[config.mk]
export PLATFORM = sky130hd
export DESIGN_NAME = est_front
export DESIGN_NICKNAME = d
export VERILOG_FILES = /design/src/hw/rtl/est_pkg.sv /design/src/hw/rtl/est_front.sv
export SDC_FILE = /design/constraint.sdc
export NUM_CORES = 1
export LEC_CHECK = 0
export BUFFER_PORTS_ARGS = -buffer_cell sky130_fd_sc_hd__buf_2
export CORE_MARGIN = 2
export CORE_UTILIZATION = 39
export DETAILED_ROUTE_END_ITERATION = 8
export PLACE_DENSITY = 0.84
export SYNTH_ARGS = -nofsm -noshare
export SYNTH_HDL_FRONTEND = slang
export SYNTH_SLANG_ARGS = --single-unit
[constraint.sdc]
create_clock -name vclk -period 9.4
set_input_delay 0.94 -clock vclk [all_inputs]
set_output_delay 0.94 -clock vclk [all_outputs]
set_load 0.01 [all_outputs]
[src/hw/rtl/est_pkg.sv]
package est_pkg;

  localparam int SLOTS_DEF       = 64;
  localparam int SLOTS_PER_BLOCK = 8;
  localparam int HEADER_WORDS    = 2;
  localparam int BLOCK_STRIDE    = SLOTS_PER_BLOCK + HEADER_WORDS;
  localparam int QUEUE_DEPTH     = 2;

  // reciprocal of the block stride for handles below 128
  localparam int RECIP_MUL   = 205;
  localparam int RECIP_SHIFT = 11;

  localparam logic [2:0] CMD_ADD    = 3'd0;
  localparam logic [2:0] CMD_REMOVE = 3'd1;
  localparam logic [2:0] CMD_GET    = 3'd2;
  localparam logic [2:0] CMD_SET    = 3'd3;
  localparam logic [2:0] CMD_FILTER = 3'd4;
  localparam logic [2:0] CMD_FIND   = 3'd5;

  localparam logic [1:0] ST_OK    = 2'd0;
  localparam logic [1:0] ST_TRUNC = 2'd1;
  localparam logic [1:0] ST_FULL  = 2'd2;
  localparam logic [1:0] ST_BAD   = 2'd3;

  typedef struct packed {
    logic [2:0]  cmd;
    logic [2:0]  orient;
    logic [6:0]  handle;
    logic [6:0]  idx;
    logic        hdr_ok;
    logic [63:0] ptr;
    logic [7:0]  label;
    logic [6:0]  limit;
  } item_t;

  typedef enum logic [2:0] {
    B_IDLE, B_DISPATCH, B_RD, B_EV, B_SCAN_RD, B_SCAN_EV, B_SCAN_END
  } back_state_t;

  function automatic logic [6:0] handle_of(logic [6:0] s);
    logic [6:0] h;
    h = 7'(s[6:3]) * 7'(BLOCK_STRIDE) + 7'(s[2:0]) + 7'(HEADER_WORDS);
    return h;
  endfunction

endpackage

[src/hw/rtl/est_front.sv]
module est_front import est_pkg::*; (
  input  logic        start,
  input  logic        busy,
  input  logic [2:0]  cmd,
  input  logic [2:0]  orientation,
  input  logic [6:0]  slot_handle,
  input  logic [63:0] pointer,
  input  logic [7:0]  label,
  input  logic [6:0]  result_limit,
  output logic        push,
  output item_t       item
);

  logic [14:0] prod;
  logic [3:0]  blk;
  logic [6:0]  rem;

  // handle split into block and word by reciprocal multiply
  always_comb begin
    prod = 15'(slot_handle) * 15'(RECIP_MUL);
    blk  = prod[14:RECIP_SHIFT];
    rem  = slot_handle - 7'(blk) * 7'(BLOCK_STRIDE);
  end

  always_comb begin
    item.cmd    = cmd;
    item.orient = orientation;
    item.handle = slot_handle;
    item.hdr_ok = rem >= 7'(HEADER_WORDS);
    item.idx    = {blk[3:0], 3'b000} + rem - 7'(HEADER_WORDS);
    item.ptr    = pointer;
    item.label  = label;
    item.limit  = result_limit;
  end

  // unused command codes are dropped here
  assign push = start && !busy && (cmd <= CMD_FIND);

endmodule

==> impl_metrics.toml <==
[global_route]
grt_pass1_vias = 1299
grtUsageTotal_pct = 11.47
grt_pass1_wl_um = 5796
grt_max_degree = 7
antenna_found_initial = 0
overflow = 0

[finish]
nets = 342
final_cells = 256
sequential_cell_total = 0
postLayoutCoreUtil_pct = 31.71
n_antenna_cell = 0
drive_gt1_share_pct = 18.82
n_clock_buffer = 0
seqCellArea_um2 = 0
fin_area_um2 = 1640
syn_to_final_growth_pct = -22.10

[placement]
dp.cells = 256
hpwl_um = 3196
gp_congestion = 0.8808
pre_cts_ws_ps = 1148
placed_area_um2 = 1640
port_buffers = 29

[cts]
hold_buffers = 0
cts_resized = 0
cts_setup_buffers = 0

[setup_path]
end_kind = "output port"
cp_data_required_time_ps = 8460
worst-path-max-fanout = 6
cpMaxStageDelayCell = "fa_1"
crit_top_cell = "ha_1"
worstPathArrival_ps = 7330
path_class = "in2out"
start_kind = "input pin"
max_stage_delay_ps = 500

[timing]
tns_ps = 0
max_freq_mhz = 120.9
rsz0062_at_grt = "false"
period_minus_slack_ps = 8271
setup-violations-final = 0
setup_slack_ps = 1129
tightest_slew_ps = 446.3
hold_viol = 0
hold_ws_ps = 1880
finalCritPeriodShare_pct = 87.99
drv_slew = 0
max_slew_margin_pct = 70.04

[floorplanning]
dieArea_um2 = 6003
core_area_um2 = 5172
die_h_um = 77.48
design.portCount = 195
start_util_pct = 40.71
row_count = 26
die_w_um = 77.48

[pwr]
post-layout-total-power_mw = 0.8924
vdd_ir_drop_max_mv = 0.3265
power_per_cell_area_nw_per_um2 = 544.0
p_leak_nw = 0.9686

[route]
wl_per_cell_um = 13.74
drc = 0
first_pass_iters = 4
drt-total-wl_um = 3518
dr_total_vias = 1206
postRouteAntennaNets = 0
avgViaCountPerCell = 4.711
detail_route.iter0.violations = 37

[synth]
synth_top_area_share_pct = 33.16
synth_area_leader_cell = "buf_4"
ys_seq_area_share_pct = 0
syn-num-nets = 404
syn_inst = 250
syn_area_um2 = 2106
synth_most_common_cell = "buf_4"
ys.warnings.count = 0
ys_types = 29
synth_common_cells = "buf_4 (93), ha_1 (49), inv_1 (45)"
synth.avg_cell_area_um2 = 8.423
synth_area_leaders = "buf_4 (33%), ha_1 (29%), fa_1 (10%), inv_1 (8.0%), xnor2_1 (3.3%)"

[min_path]
hp-class = "in2out"

[job]
maxCapViolCount = 0

[outcome]
status = "finished, final reports clean"
[critical path, delay by kind of cell]
family | cells | cell delay, ps
xor gates and xnor gates | 4 | 960
AOI/OAI and AO/OA | 4 | 780
buffers and inverters | 9 | 690
and+or+nand+nor | 1 | 230
adders and majority gates | 11 | 3730
[metal layers]
| layer | GRT usage, % | up-vias | wire (um) |
|---|---|---|---|
| met2 | 20.26 | 51 | 1704 |
| met1 | 12.63 | 552 | 1390 |
| met3 | 2.326 | 23 | 250 |
| met4 | 6.786 | 0 | 173 |
| li1 | - | 580 | - |
| met5 | 0 | - | 0 |
[final timing paths]
kind                      startpoint  endpoint  slack [ps]  depth (start not counted)
worst max-delay path  slot_handle[4]  item[86]        1130                         29
worst min-delay path        label[4]  item[11]        1880                          0
[kinds of logic (layout without fill, tap and decap cells)]
kind of cell	Yosys count	in the layout	share of synthesized area [%]
AND/OR/NAND/NOR	16	16	5.229
adder cells (fa/ha/maj)	60	60	39.57
AO/OA/AOI/OAI	22	22	8.199
buffers and inverters	138	74	41.18
XOR/XNOR	14	14	5.823
[cell type report]
cell class	count	area (um^2)
timing repair buffer	29	145.1
inverter	45	168.9
multi-input combinational	112	1239
tap	70	87.58
fill	532	3532
[placed cells by master, fill, tap and decap left out]
master / netlist / final
a21oi_2: 2 / 2
o21ai_0: 1 / 1
buf_2: 0 / 29
nor4_4: 1 / 1
a311oi_2: 1 / 1
nand2_1: 1 / 1
nand3b_1: 1 / 1
a21o_1: 6 / 6
xor2_1: 6 / 6
a221oi_2: 1 / 1
o311a_1: 1 / 1
nor4_1: 1 / 1
xnor2_1: 8 / 8
nand4_1: 2 / 2
nor2_1: 2 / 2
and3_1: 3 / 3
a21boi_1: 1 / 1
o21bai_1: 1 / 1
and2_1: 1 / 1
a211oi_1: 1 / 1
inv_1: 45 / 45
nand3_1: 2 / 2
a41o_1: 1 / 1
ha_1: 49 / 49
and2_2: 1 / 1
and4_1: 1 / 1
a21oi_1: 5 / 5
fa_1: 11 / 11
o31ai_1: 1 / 1
[where the power goes]
| part | internal (mW) | total (mW) | leakage (nW) | switching, mW |
|---|---|---|---|---|
| combinational | 0.415 | 0.892 | 0.969 | 0.478 |
| sequential | 0 | 0 | 0 | 0 |
| clock | 0 | 0 | 0 | 0 |
| total | 0.415 | 0.892 | 0.969 | 0.478 |
Power figures use the tool's default switching activity.
