--- src/hw/rtl/est_pkg.sv ---
package est_pkg;

  localparam int SLOTS_DEF       = 64;
  localparam int SLOTS_PER_BLOCK = 8;
  localparam int HEADER_WORDS    = 2;
  localparam int BLOCK_STRIDE    = SLOTS_PER_BLOCK + HEADER_WORDS;
  localparam int QUEUE_DEPTH     = 2;

  // reciprocal of the block stride for handles below 128
  localparam int RECIP_MUL   = 205;
  localparam int RECIP_SHIFT = 11;

  localparam logic [2:0] CMD_ADD    = 3'd0;
  localparam logic [2:0] CMD_REMOVE = 3'd1;
  localparam logic [2:0] CMD_GET    = 3'd2;
  localparam logic [2:0] CMD_SET    = 3'd3;
  localparam logic [2:0] CMD_FILTER = 3'd4;
  localparam logic [2:0] CMD_FIND   = 3'd5;

  localparam logic [1:0] ST_OK    = 2'd0;
  localparam logic [1:0] ST_TRUNC = 2'd1;
  localparam logic [1:0] ST_FULL  = 2'd2;
  localparam logic [1:0] ST_BAD   = 2'd3;

  typedef struct packed {
    logic [2:0]  cmd;
    logic [2:0]  orient;
    logic [6:0]  handle;
    logic [6:0]  idx;
    logic        hdr_ok;
    logic [63:0] ptr;
    logic [7:0]  label;
    logic [6:0]  limit;
  } item_t;

  typedef enum logic [2:0] {
    B_IDLE, B_DISPATCH, B_RD, B_EV, B_SCAN_RD, B_SCAN_EV, B_SCAN_END
  } back_state_t;

  function automatic logic [6:0] handle_of(logic [6:0] s);
    logic [6:0] h;
    h = 7'(s[6:3]) * 7'(BLOCK_STRIDE) + 7'(s[2:0]) + 7'(HEADER_WORDS);
    return h;
  endfunction

endpackage

--- src/hw/rtl/est_queue.sv ---
module est_queue import est_pkg::*; (
  input  logic  clk,
  input  logic  rst,
  input  logic  push,
  input  item_t push_item,
  input  logic  pop,
  output logic  q_valid,
  output item_t q_item,
  output logic  full
);

  localparam int AW = $clog2(QUEUE_DEPTH);
  localparam int CW = $clog2(QUEUE_DEPTH + 1);

  item_t         ent [QUEUE_DEPTH];
  logic [AW-1:0] wptr;
  logic [AW-1:0] rptr;
  logic [CW-1:0] count;

  assign q_valid = count != '0;
  assign full    = count == CW'(QUEUE_DEPTH);
  assign q_item  = ent[rptr];

  always_ff @(posedge clk) begin
    if (push) begin
      ent[wptr] <= push_item;
    end
  end

  always_ff @(posedge clk) begin
    if (rst) begin
      wptr  <= '0;
      rptr  <= '0;
      count <= '0;
    end else begin
      if (push) begin
        wptr <= (wptr == AW'(QUEUE_DEPTH - 1)) ? '0 : wptr + AW'(1);
      end
      if (pop) begin
        rptr <= (rptr == AW'(QUEUE_DEPTH - 1)) ? '0 : rptr + AW'(1);
      end
      count <= count + CW'(push) - CW'(pop);
    end
  end

endmodule

--- config.mk ---
export PLATFORM = sky130hd
export DESIGN_NAME = est_queue
export DESIGN_NICKNAME = d
export VERILOG_FILES = /design/src/hw/rtl/est_pkg.sv /design/src/hw/rtl/est_queue.sv
export SDC_FILE = /design/constraint.sdc
export NUM_CORES = 1
export LEC_CHECK = 0
export BUFFER_PORTS_ARGS = -buffer_cell sky130_fd_sc_hd__buf_2
export CORE_MARGIN = 1.5
export CORE_UTILIZATION = 53
export CTS_CLUSTER_SIZE = 28
export DETAILED_ROUTE_END_ITERATION = 8
export PLACE_DENSITY = 0.87
export RECOVER_POWER = 100
export SYNTH_ARGS = -nofsm -noshare
export SYNTH_HDL_FRONTEND = slang
export SYNTH_SLANG_ARGS = --single-unit
--- constraint.sdc ---
create_clock -name clk -period 7.7 [get_ports clk]
set_input_delay 1.54 -clock clk [delete_from_list [all_inputs] [get_ports clk]]
set_output_delay 1.54 -clock clk [all_outputs]
set_load 0.005 [all_outputs]
==> reports/metrics.yaml <==
logic_synthesis:
  yosys-top-cells-count: "200 x edfxtp_1, 100 x mux2_4, 10 x buf_12, 5 x dfxtp_1, 4 x nor2_1"
  synth_edf_count: 200
  ys_seq_area_share_pct: 76.9
  yosysMostFrequentCell: "edfxtp_1"
  netlist_area_um2: 7940
  synth.net_count: 438
  syn_area_per_cell_um2: 23.9
  netlist_instances: 332
  netlist.top_cell.by_area: "edfxtp_1"
  yosys_warnings: 0
  synth.distinct_cells: 13
  synth_top_area_share_pct: 75.7
  ys_async_sr_fraction_pct: 0
  yosys-top-cells-area: "edfxtp_1 76%, mux2_4 19%, buf_12 2.5%, dfxtp_1 1.3%, ha_1 0.32%"
  synthFlopType: "edfxtp_1"
  ys_ff_latch: 205
final_layout:
  syn2layout_area_growth_pct: 16.4
  fillCellCount: 1086
  fin_area_um2: 9240
  finalNetCount: 658
  fin_util_pct: 63.3
  antenna_cells: 0
  drive_gt1_share_pct: 33.1
pwr:
  seqPwrFrac_pct: 52.6
  leakagePower_nw: 3.39
  p_sw_share_pct: 20.8
  peakVddDrop_mv: 0.208
  internal-power_mw: 2.01
  switchingPower_mw: 0.527
  power_mw: 2.54
  clkPwrFrac_pct: 39.0
  comb_power_share_pct: 8.4
  p_per_area_nw_per_um2: 275
place:
  hpwl_mm: 8.82
  dpl-instance-area_um2: 9020
  globalplace.congestion: 0.694
  pre_cts_ws_ns: 3.74
  port-buffer-count: 205
clock_network:
  cts_buffers: 21
  htree_levels: 1
  cts.sinks: 205
  cts_tree: "built"
  cts_buffer_depth: 3
  post_cts_buffers: 0
  cts.reportedPaths.clkPinSlew_ns: 0.06
  clk_latency_ns: 0.48
  cts_resized: 0
  cts-root-buf: "clkbuf_16"
  ctsHoldBuffers: 0
critical_path:
  cp-start-kind: "input pin"
  rr_worst_depth: 2
  worstPathArrival_ns: 5.24
  reg2reg_to: "ent[0][31]"
  path_class: "in -> reg"
  r2r_slack_ns: 3.44
  required_ns: 7.77
  worstPathMaxFanout: 73
  critPathCaptureType: "flip-flop"
  reg2reg_from: "wptr"
sta:
  setup_viol: 0
  tightestPinTransition_ns: 2.47
  slew_violations: 206
  min_period_ns: 5.18
  fmax_mhz: 193
  fin_crit_sh_pct: 67.2
  finalClockSkew_ns: 0.00604
  rsz0062_at_grt: "false"
  postLayoutSetupSlackWorst_ns: 2.52
  max_slew_margin_pct: -64.9
  final_hold_viol_count: 0
  fin_tns_setup_ns: 0
floorplan:
  dieWidth_um: 125
  rows: 44
  fp.dieH_um: 125
  dieArea_um2: 15700
  io_pins: 206
  start_util_pct: 54.4
  placeableCoreArea_um2: 14600
routing:
  vias_per_cell: 5.01
  drtAntennaViolNets: 0
  drtIter0Drc: 255
  drc: 0
  wirelength_mm: 13.5
  wl_per_cell_um: 18.0
  dr.pass1.iters: 4
  vias: 3755
grt:
  grt_max_degree: 78
  antenna_found_initial: 1
  grtUsageTotal_pct: 16.2
  grt_pass1_vias: 3867
  grt.overflow.total: 0
  grt_pass1_wl_mm: 19.7
outcome:
  failed_checks: "max-capacitance violations, max-slew violations"
  outcome: "finished with violations"
run:
  cap_viol_max_count: 4
worst_hold_path:
  holdPathStages: 2
  hold_start: "rptr"
  hold_path.class: "reg -> reg"
placed cells by master (no fill, tap or decap), types with 3 or more instances in the layout:
cell type / netlist / final
nor2b_1: 3 / 3
buf_2: 0 / 149
clkbuf_16: 0 / 21
edfxtp_1: 200 / 200
nor2_1: 4 / 4
dfxtp_1: 5 / 4
clkinv_2: 0 / 6
clkinv_1: 0 / 3
clkbuf_1: 0 / 57
bufinv_16: 0 / 3
mux2_1: 0 / 98
kinds of logic (layout without fill, tap and decap cells):
group / Yosys count / after routing / share of synthesized area, %
buffers and inverters: 13 / 246 / 2.76
adder cells (fa/ha/maj): 2 / 2 / 0.315
XOR/XNOR: 3 / 3 / 0.504
multiplexers: 100 / 100 / 18.9
AND/OR/NAND/NOR: 9 / 9 / 0.583
flip-flops: 205 / 205 / 76.9
power by group through the flow:
stage,clock network (mW),logic (mW),registers [mW]
2_1_floorplan,0,0.194,1.35
3_3_place_gp,0,0.269,1.36
3_5_place_dp,0,0.276,1.36
4_1_cts,1.02,0.278,1.34
5_1_grt,1.06,0.233,1.34
6_report,0.990,0.213,1.33
sequential cells by signal (all words and copies together), names as in the netlist, named ones only:
register  cells
ent         200
count         2
rptr          1
wptr          1
critical path, stage by stage:
cell and delay (ns):
clkbuf_1 0.15, nor2b_1 1.86, clkbuf_2 1.58
per-layer routing:
metal / up-vias / wire length (um) / GRT usage, %
li1: 1752 / - / -
met1: 1818 / 5320 / 19.2
met2: 161 / 6790 / 28.1
met3: 22 / 1180 / 5.86
met4: 2 / 190 / 4.08
met5: - / 11 / 0
layout make-up:
cell class / count / area (um^2) / share of cell area [%]
clock inverter: 13 / 143 / 1.54
clock buffer: 23 / 533 / 5.77
inverter: 2 / 7.51 / 0.0812
timing repair buffer: 208 / 973 / 10.5
multi-input combinational: 114 / 1240 / 13.5
tap: 184 / 230 / 2.49
sequential: 205 / 6110 / 66.1
worst max-delay path by stage:
stage          cells past startpoint    endpoint      start
6_report                           3  ent[0][31]       push
3_3_place_gp                       3  q_item[89]  flip-flop
3_5_place_dp                       3  q_item[26]  flip-flop
2_1_floorplan                      1   ent[0][0]       push
5_1_grt                            3  ent[0][20]       push
4_1_cts                            3  q_item[51]  flip-flop
stage by stage:
| step | hold WS, ns | std cells |
|---|---|---|
| 6_report | 0.529 | 749 |
| 3_5_place_dp | 0.524 | 713 |
| 5_1_grt | 0.563 | 749 |
| 2_1_floorplan | 0.480 | 332 |
| 4_1_cts | 0.537 | 749 |
| 3_3_place_gp | 0.492 | 713 |
(Power assumes the default switching activity.)
